===== src/rtl/mwec_ram.sv =====
// Generic simple dual-port RAM: one write port, one read port, registered read.
// No dependencies.
`default_nettype none

module mwec_ram #(
  parameter int WIDTH = 8,
  parameter int DEPTH = 16
) (
  input  wire logic                     clk,
  input  wire logic                     wr_en,
  input  wire logic [$clog2(DEPTH)-1:0] wr_addr,
  input  wire logic [WIDTH-1:0]         wr_data,
  input  wire logic                     rd_en,
  input  wire logic [$clog2(DEPTH)-1:0] rd_addr,
  output logic      [WIDTH-1:0]         rd_data
);

  logic [WIDTH-1:0] mem [DEPTH];

  always_ff @(posedge clk) begin
    if (wr_en) begin
      mem[wr_addr] <= wr_data;
    end
    if (rd_en) begin
      rd_data <= mem[rd_addr];
    end
  end

endmodule

`default_nettype wire


===== config.mk =====
export PLATFORM = sky130hd
export DESIGN_NAME = mwec_ram
export DESIGN_NICKNAME = d
export VERILOG_FILES = /design/src/rtl/mwec_ram.sv
export SDC_FILE = /design/constraint.sdc
export NUM_CORES = 1
export LEC_CHECK = 0
export BUFFER_PORTS_ARGS = -buffer_cell sky130_fd_sc_hd__buf_2
export CAP_MARGIN = 15
export CORE_ASPECT_RATIO = 0.9
export CORE_MARGIN = 2
export CORE_UTILIZATION = 28
export CTS_BUF_LIST = sky130_fd_sc_hd__clkbuf_4 sky130_fd_sc_hd__clkbuf_8 sky130_fd_sc_hd__clkbuf_16
export DETAILED_ROUTE_END_ITERATION = 6
export PLACE_DENSITY = 0.45
export SLEW_MARGIN = 0
export SYNTH_ARGS = -nofsm -noshare
export SYNTH_HDL_FRONTEND = slang
export SYNTH_SLANG_ARGS = --single-unit

===== constraint.sdc =====
create_clock -name clk -period 2.6 [get_ports clk]
set_clock_uncertainty 0.05 [all_clocks]
set_input_delay 0.26 -clock clk [delete_from_list [all_inputs] [get_ports clk]]
set_output_delay 0.26 -clock clk [all_outputs]
set_load 0.01 [all_outputs]

==> flow_metrics.py <==
metrics = {
    "timing": {
        "finalSetupTns_ns": 0,
        "setup_viol": 0,
        "rsz0062_at_grt": "no",
        "period_needed_ns": 1.63,
        "period_share_pct": 62.7,
        "fmax_ghz": 0.613,
        "fin_hold_ws_ns": 0.177,
        "worst_slew_pin_slew_ns": 0.702,
        "max_slew_margin_pct": 53.1,
        "drv_slew": 0,
        "hold_viol_final": 0,
    },
    "synthesis": {
        "netlist_area_sq_um": 5230,
        "syn_nets": 248,
        "synth_xor_area_share_pct": 0,
        "avgSynthCellArea_sq_um": 22.8,
        "yosys.area.top_type": "edfxtp_1",
        "synthMuxAreaShare_pct": 14.8,
        "synthCells": 229,
        "yosysWarnings": 0,
        "synth.top_cell.area_share_pct": 78.1,
        "yosys_register_bits": 136,
        "synth_top_family_by_area": "multiplexers",
        "yosysSeqAreaShare_pct": 78.1,
        "synth_compound_area_share_pct": 2.30,
        "synth_area_leaders": "edfxtp_1 78%, mux4_2 7.8%, mux4_1 7.0%",
        "synthSimpleGateAreaFrac_pct": 3.14,
        "synthDistinctLibCells": 18,
        "synth_adder_area_share_pct": 0,
    },
    "cts": {
        "h-tree-depth": 4,
        "cts_buffer_depth": 2,
        "clock-root-buffer": "clkbuf_16",
        "postCtsSetupBuffers": 0,
        "clk_latency_ns": 0.41,
        "ctsHoldBuffers": 0,
        "clock-sinks": 136,
        "path_clk_slew_ns": 0.06,
        "cts_buffers": 17,
        "cts_tree": "built",
        "ctsResizeCount": 0,
    },
    "critical_path": {
        "crit_fanout": 1,
        "worstPathArrival_ns": 1.72,
        "cp-start-kind": "flip-flop",
        "cp.required_ns": 2.69,
        "worst-setup-path-type": "reg2reg",
        "end_kind": "flip-flop",
    },
    "place": {
        "io_buffers": 26,
        "gp_congestion": 0.706,
        "dp_hpwl_microns": 7580,
        "dpl_cell_area_sq_um": 5760,
    },
    "route": {
        "drtAntennaViolNets": 0,
        "first_iter_violations": 194,
        "wire_per_inst_microns": 21.1,
        "drc": 0,
        "vias": 2507,
        "drt_pre_antenna_iters": 4,
        "wl_microns": 11500,
        "via_per_inst": 4.62,
    },
    "floorplanning": {
        "core_sq_um": 18300,
        "die_w_microns": 148,
        "row_count": 47,
        "die_height_microns": 134,
        "io_pins": 27,
        "initial_core_util_pct": 28.5,
        "die-area_sq_um": 19800,
    },
    "global_route": {
        "grt_pass1_wl_microns": 17100,
        "grt_max_degree": 22,
        "track_usage_pct": 12.5,
        "overflow": 0,
        "first_global_vias": 2585,
        "antenna_found_initial": 0,
    },
    "job": {
        "maxCapViolCount": 0,
    },
    "power_and_ir_drop": {
        "power_w": 0.00506,
        "powerDensity_nw_per_um2": 798,
        "leakage_nw": 2.11,
        "ir_worst_vdd_mv": 0.396,
    },
    "cells_and_area": {
        "nets": 304,
        "diodes": 0,
        "final_area_sq_um": 6350,
        "area_growth_pct": 21.4,
        "drive_gt1_share_pct": 32.9,
    },
    "min_path": {
        "hp-class": "in2reg",
    },
    "run_status": {
        "outcome": "finished, final reports clean",
    },
}
==> synthesized netlist by cell type <==
cell type,count
a22oi_1,16
and2_1,1
and2b_1,1
buf_2,3
buf_4,1
buf_6,3
clkdlybuf4s25_2,3
edfxtp_1,136
mux4_1,14
mux4_2,18
nand2_1,9
nand2b_1,2
nand3_1,1
nand3b_1,2
nor2_1,13
nor2b_1,1
nor3_1,4
or3b_2,1
==> path summary, 6_finish.rpt <==
path	slack (ns)	from	cells after the start	endpoint
max	0.97	mem[11][6]	3	rd_data[6]
min	0.18	rd_en	1	rd_data[4]
max reg2reg	0.97	mem[11][6]	3	rd_data[6]
min reg2reg	0.70	mem[13][0]	3	rd_data[0]
==> final cells by class <==
cell class / instances / area, sq um
flip-flops and latches: 136 / 4080
fillers: 1720 / 12000
multi-input cells: 83 / 1060
repair buffers: 47 / 313
well taps: 245 / 307
clock inverters: 13 / 145
clock buffers: 19 / 440
==> sequential cells by signal, indices dropped and copies added (netlist names) <==
| signal | flops |
|---|---|
| rd_data | 8 |
| mem | 128 |
==> cells by family (layout without fill, tap and decap cells) <==
family / count (synthesis) / after routing
AOI/OAI and AO/OA: 16 / 16
buffers and inverters: 10 / 79
DFF: 136 / 136
muxes: 32 / 32
and+or+nand+nor: 35 / 35
==> stage by stage <==
step | std cells | util [%] | worst slack, ns
floorplan | 229 | - | 0.797
global placement | 511 | 31.4 | 0.519
detailed placement | 511 | 31.4 | 0.538
CTS | 543 | 34.6 | 0.948
global route | 543 | 34.6 | 0.885
finish | 543 | 34.6 | 0.969
==> cell usage in the layout, fill, tap and decap left out <==
cell type | synthesis | routed
a22oi_1 | 16 | 16
and2_1 | 1 | 1
and2b_1 | 1 | 1
buf_12 | 0 | 2
buf_2 | 3 | 26
buf_4 | 1 | 19
bufinv_16 | 0 | 2
clkbuf_16 | 0 | 17
clkbuf_4 | 0 | 2
clkinv_2 | 0 | 2
clkinv_4 | 0 | 3
clkinvlp_4 | 0 | 3
edfxtp_1 | 136 | 136
inv_6 | 0 | 3
mux4_1 | 14 | 14
mux4_2 | 18 | 18
nand2_1 | 9 | 9
nand2b_1 | 2 | 2
nand3_1 | 1 | 1
nand3b_1 | 2 | 2
nor2_1 | 13 | 13
nor2b_1 | 1 | 1
nor3_1 | 4 | 4
or3b_2 | 1 | 1
==> worst max-delay path: stages (launching register included) <==
cell and delay (ns):
edfxtp_1 0.35, mux4_2 0.53, a22oi_1 0.30, nand2_1 0.13
==> per-layer routing <==
metal	part of all wire [%]	track usage, %	vias up
li1	-	-	1098
met2	45	18.4	48
met4	0.91	4.60	0
met1	50	17.6	1350
met3	3.4	3.73	11
met5	0	0	-
==> report_power, final <==
part / switching [W] / leakage, nW / internal, W
logic: 0.000149 / 0.593 / 0.0000987
clock network: 0.000895 / 0.281 / 0.00144
registers: 0.0000120 / 1.24 / 0.00247
Power figures use the tool's default switching activity.
