<file path="src/rtl/mwec_pkg.sv">
// Package for the mesh watertight edge check: widths, codes, state types and
// shared constants. No dependencies; imported by mwec_hash and the top level.
`default_nettype none

package mwec_pkg;

  // Default sizing, handed down from the top level
  localparam int EDGE_SLOTS_DEF  = 4096;
  localparam int VERTEX_BITS_DEF = 20;

  // Fixed field widths at the ports
  localparam int VERTEX_FIELD_W = 20;
  localparam int COUNT_W        = 13;
  localparam int IN_DATA_W      = 64;
  localparam int OUT_DATA_W     = 32;

  // Input kind on tuser
  localparam logic MODE_ADD    = 1'b0;
  localparam logic MODE_FINISH = 1'b1;

  // Use count codes, saturating
  localparam logic [1:0] USE_ONCE = 2'd1;
  localparam logic [1:0] USE_SAT  = 2'd3;

  localparam logic [COUNT_W-1:0] COUNT_MAX = '1;

  // Fibonacci hashing multiplier
  localparam logic [63:0] HASH_MULT = 64'h9E3779B97F4A7C15;

  typedef enum logic [2:0] {
    H_IDLE,
    H_MUL0,
    H_MUL1,
    H_MUL2,
    H_MOD,
    H_REM,
    H_DONE
  } hash_state_t;

  typedef enum logic [2:0] {
    S_CLEAR,
    S_IDLE,
    S_HSTART,
    S_HASH,
    S_READ,
    S_CHECK,
    S_SCAN,
    S_SCANEND
  } core_state_t;

endpackage

`default_nettype wire

</file>
<file path="src/rtl/mwec_hash.sv">
// Home slot of an edge key: 64-bit wrapping multiply by the hashing constant
// on one shared 32x32 multiplier, then reduction to the table size.
// Depends on mwec_pkg.
`default_nettype none

module mwec_hash import mwec_pkg::*; #(
  parameter int EDGE_SLOTS  = EDGE_SLOTS_DEF,
  parameter int VERTEX_BITS = VERTEX_BITS_DEF
) (
  input  wire logic                          clk,
  input  wire logic                          rst,
  input  wire logic                          start,
  input  wire logic [2*VERTEX_BITS-1:0]      key,
  output logic                               done,
  output logic      [$clog2(EDGE_SLOTS)-1:0] slot
);

  localparam int  SW      = $clog2(EDGE_SLOTS);
  localparam bit  IS_POW2 = (EDGE_SLOTS & (EDGE_SLOTS - 1)) == 0;
  // Reciprocal 2^(32+SW)/EDGE_SLOTS rounded up; bit 32 is always set here
  localparam logic [63:0] RECIP    = ((64'd1 << (32 + SW)) / 64'(EDGE_SLOTS)) + 64'd1;
  localparam logic [31:0] RECIP_LO = RECIP[31:0];
  localparam logic [31:0] SLOTS_32 = 32'(EDGE_SLOTS);

  hash_state_t state, state_next;
  logic [31:0]   key_lo, key_hi;
  logic [31:0]   acc;
  logic [31:0]   quo;
  logic [SW-1:0] rem;
  logic [31:0]   mul_a, mul_b;
  logic [63:0]   prod;
  logic [64:0]   recip_sum;

  // Shared multiplier: low*low, high*low, low*high, then quotient and remainder
  always_comb begin
    case (state)
      H_MUL1:  begin mul_a = key_hi; mul_b = HASH_MULT[31:0];  end
      H_MUL2:  begin mul_a = key_lo; mul_b = HASH_MULT[63:32]; end
      H_MOD:   begin mul_a = acc;    mul_b = RECIP_LO;         end
      H_REM:   begin mul_a = quo;    mul_b = SLOTS_32;         end
      default: begin mul_a = key_lo; mul_b = HASH_MULT[31:0];  end
    endcase
  end
  assign prod = mul_a * mul_b;

  // Hash times reciprocal, adding the implicit bit 32 of the reciprocal
  assign recip_sum = {1'b0, prod} + {1'b0, acc, 32'b0};

  always_ff @(posedge clk) begin
    if (rst) begin
      state <= H_IDLE;
    end else begin
      state <= state_next;
    end
  end

  always_comb begin
    state_next = state;
    unique case (state)
      H_IDLE: if (start) state_next = H_MUL0;
      H_MUL0: state_next = H_MUL1;
      H_MUL1: state_next = H_MUL2;
      H_MUL2: state_next = IS_POW2 ? H_DONE : H_MOD;
      H_MOD:  state_next = H_REM;
      H_REM:  state_next = H_DONE;
      H_DONE: state_next = H_IDLE;
      default: state_next = H_IDLE;
    endcase
  end

  // Datapath
  always_ff @(posedge clk) begin
    case (state)
      H_IDLE: begin
        if (start) begin
          key_lo <= 32'(64'(key));
          key_hi <= 32'(64'(key) >> 32);
        end
      end
      H_MUL0: acc <= prod[63:32];
      H_MUL1: acc <= acc + prod[31:0];
      H_MUL2: acc <= acc + prod[31:0];
      H_MOD:  quo <= 32'(recip_sum >> (32 + SW));
      H_REM:  rem <= SW'(acc - prod[31:0]);
      default: ;
    endcase
  end

  assign done = (state == H_DONE);
  assign slot = IS_POW2 ? acc[SW-1:0] : rem;

endmodule

`default_nettype wire

</file>
<file path="config.mk">
export PLATFORM = sky130hd
export DESIGN_NAME = mwec_hash
export DESIGN_NICKNAME = d
export VERILOG_FILES = /design/src/rtl/mwec_pkg.sv /design/src/rtl/mwec_hash.sv
export SDC_FILE = /design/constraint.sdc
export NUM_CORES = 2
export LEC_CHECK = 0
export ABC_CLOCK_PERIOD_IN_PS = 19200
export BUFFER_PORTS_ARGS = -buffer_cell sky130_fd_sc_hd__buf_2
export CAP_MARGIN = 40
export CORE_MARGIN = 3
export CORE_UTILIZATION = 45
export CTS_CLUSTER_DIAMETER = 150
export DETAILED_ROUTE_END_ITERATION = 7
export PLACE_DENSITY_LB_ADDON = 0.2
export RECOVER_POWER = 50
export SYNTH_ARGS = -nofsm -noshare
export SYNTH_HDL_FRONTEND = slang
export SYNTH_SLANG_ARGS = --single-unit
</file>
<file path="constraint.sdc">
create_clock -name clk -period 19.2 [get_ports clk]
set_clock_uncertainty 0.2 [all_clocks]
set_input_delay 5.76 -clock clk [delete_from_list [all_inputs] [get_ports clk]]
set_output_delay 5.76 -clock clk [all_outputs]
set_load 0.005 [all_outputs]
</file>
==> flow_summary.ini <==
[placed_design]
gp_congestion = 1.01
pre_cts_ws_ns = 6.66
port_buffers = 55
place_area_um2 = 35100
hpwl_mm = 97.6

[timing]
slew_headroom = -0.221
max_freq_ghz = 0.0721
setup_viol = 0
tightest_slew_ns = 1.83
hold_violations = 0
rsz0062_at_grt = false
drv_slew = 30
fin_setup_tns_ns = 0
finalCritPeriodShare = 0.722
fin_ws_ns = 5.34
period_needed_ns = 13.86

[clock_network]
htreeDepth = 3
cts_max_path_buffers = 2
cts.sinks = 96
clock_latency_ns = 0.40
cts_resized = 0
cts_buffers = 9
cts_tree = done
root_buffer = clkbuf_16
ctsHoldBuffers = 0
clk_pin_slew_ns = 0.08
post_cts_buffers = 0

[yosys]
ys_ff_latch = 96
syn_inst = 3365
syn_area_per_cell_um2 = 9.99
synth_area_leaders = fa_1 43%, ha_1 18%, inv_1 10%, edfxtp_1 8.3%, nand2_1 2.3%
synth-edff-count = 93
dominantRegCellSynth = edfxtp_1
async_flop_share = 0
synth_top_cell_area_share = 0.428
seq_area_frac_synth = 0.0849
synth_cell_types = 85
ys.warnings.count = 0
synth_area_um2 = 33600
synth_top_area_cell = fa_1

[die]
die-area_um2 = 78000
num_rows = 99
start_util = 0.458
die_height_um = 279
core_um2 = 73500
die_x_um = 279
io_pins = 56

[cells_and_area]
synthToLayoutAreaGrowth_pct = 5.01
postLayoutCellArea_um2 = 35300
antenna_cells = 0
final_cell_mix = 893 x inv_1, 719 x fa_1, 482 x ha_1, 209 x nand2_1, 153 x a21oi_1
layout.nets = 4635
drive_gt1_frac = 0.0430
final_common_cell = inv_1

[hold_path]
min_path_type = flop to flop

[setup_path]
path_class = flop to flop
cp.arrival_ns = 13.80
critPathCaptureType = flop
cp_top_family = adder cells
cp_num_buf_inv = 6
cp_data_required_time_ns = 19.13
crit_path_max_fanout = 29
cp-start-kind = flop
cpMostUsedCell = fa_1
slowest_stage = clkbuf_1
r2r_slack_ns = 5.34
critPathMaxStageDelay_ns = 1.39

[drt]
vias = 23800
wl_per_cell_um = 25.1
firstDrtPassIters = 6
drtAntennaViolNets = 0
drt-initial-drc-count = 1860
drc_errors = 0
routed_wl_mm = 109
via_per_inst = 5.46

[global_route]
grt_overflow = 0
grt_pass1_vias = 25200
antenna_found_initial = 1
grt_pass1_wl_mm = 164
grt_max_degree = 44
grt_usage = 0.289

[outcome]
violations = capacitance limit, slew limit
status = complete, but fails checks

[flow_run]
cap_violations = 2
state kept, by name (all words and copies together) (netlist names):
name / cells
key_hi: 8
acc: 32
state: 3
key_lo: 32
quo: 21
stage by stage:
step           instances  hold WS, ns  utilization
6_report            4355        0.381        0.481
4_1_cts             4355        0.403        0.481
2_1_floorplan       3367        0.491            -
3_3_place_gp        4333        0.397        0.476
5_1_grt             4355        0.409        0.481
3_5_place_dp        4339        0.384        0.478
final timing paths:
check	cells after the start	start	end
worst min register to register	2	state[0]	state[1]
worst max register to register	36	state[1]	quo[18]
worst max-delay path	36	state[1]	quo[18]
worst min-delay path	2	state[0]	state[1]
cell type report:
cell class | instances | area [µm²]
clock buffer | 9 | 225
clock inverter | 7 | 45.0
fill | 7050 | 38200
inverter | 893 | 3350
multi-input combinational | 2303 | 27100
sequential | 96 | 2850
tap | 959 | 1200
timing repair buffer | 88 | 532
cells by family (layout without fill, tap and decap cells):
| group | Yosys count | count (layout) | share of synthesized area |
|---|---|---|---|
| AOI/OAI and AO/OA | 477 | 477 | 0.0958 |
| xor gates and xnor gates | 111 | 111 | 0.0289 |
| adders and majority gates | 1201 | 1201 | 0.608 |
| buffers and inverters | 968 | 997 | 0.110 |
| DFF | 96 | 96 | 0.0849 |
| muxes | 17 | 17 | 0.00555 |
| other | 1 | 3 | 0.000112 |
| and+or+nand+nor | 494 | 494 | 0.0671 |
cell usage after synthesis (17+ instances only):
| cell | count |
|---|---|
| nor3_1 | 20 |
| and2_1 | 27 |
| nor2b_1 | 17 |
| inv_1 | 893 |
| ha_1 | 482 |
| clkbuf_1 | 47 |
| xor2_1 | 42 |
| a21o_1 | 59 |
| nand4_1 | 18 |
| fa_1 | 719 |
| o21ai_0 | 70 |
| xnor2_1 | 69 |
| a22o_1 | 18 |
| nand2b_1 | 20 |
| nor2_1 | 114 |
| a21oi_1 | 153 |
| o21bai_1 | 20 |
| nand2_1 | 209 |
| edfxtp_1 | 93 |
| o21a_1 | 17 |
| nand3_1 | 27 |
worst min-delay path: stages, from the launching register on:
cell and delay, ns:
dfxtp_1 0.35, nor2_1 0.08, nor2_1 0.12
metal layers:
layer / wire, µm / vias up / global-route usage
li1: - / 10600 / -
met1: 48800 / 12100 / 0.413
met2: 48900 / 867 / 0.446
met3: 7350 / 174 / 0.0521
met4: 4210 / 2 / 0.0945
met5: 9 / - / 0
Power is not shown: default switching activity piles up to over one toggle a cycle in this logic, so the estimate is an artifact.
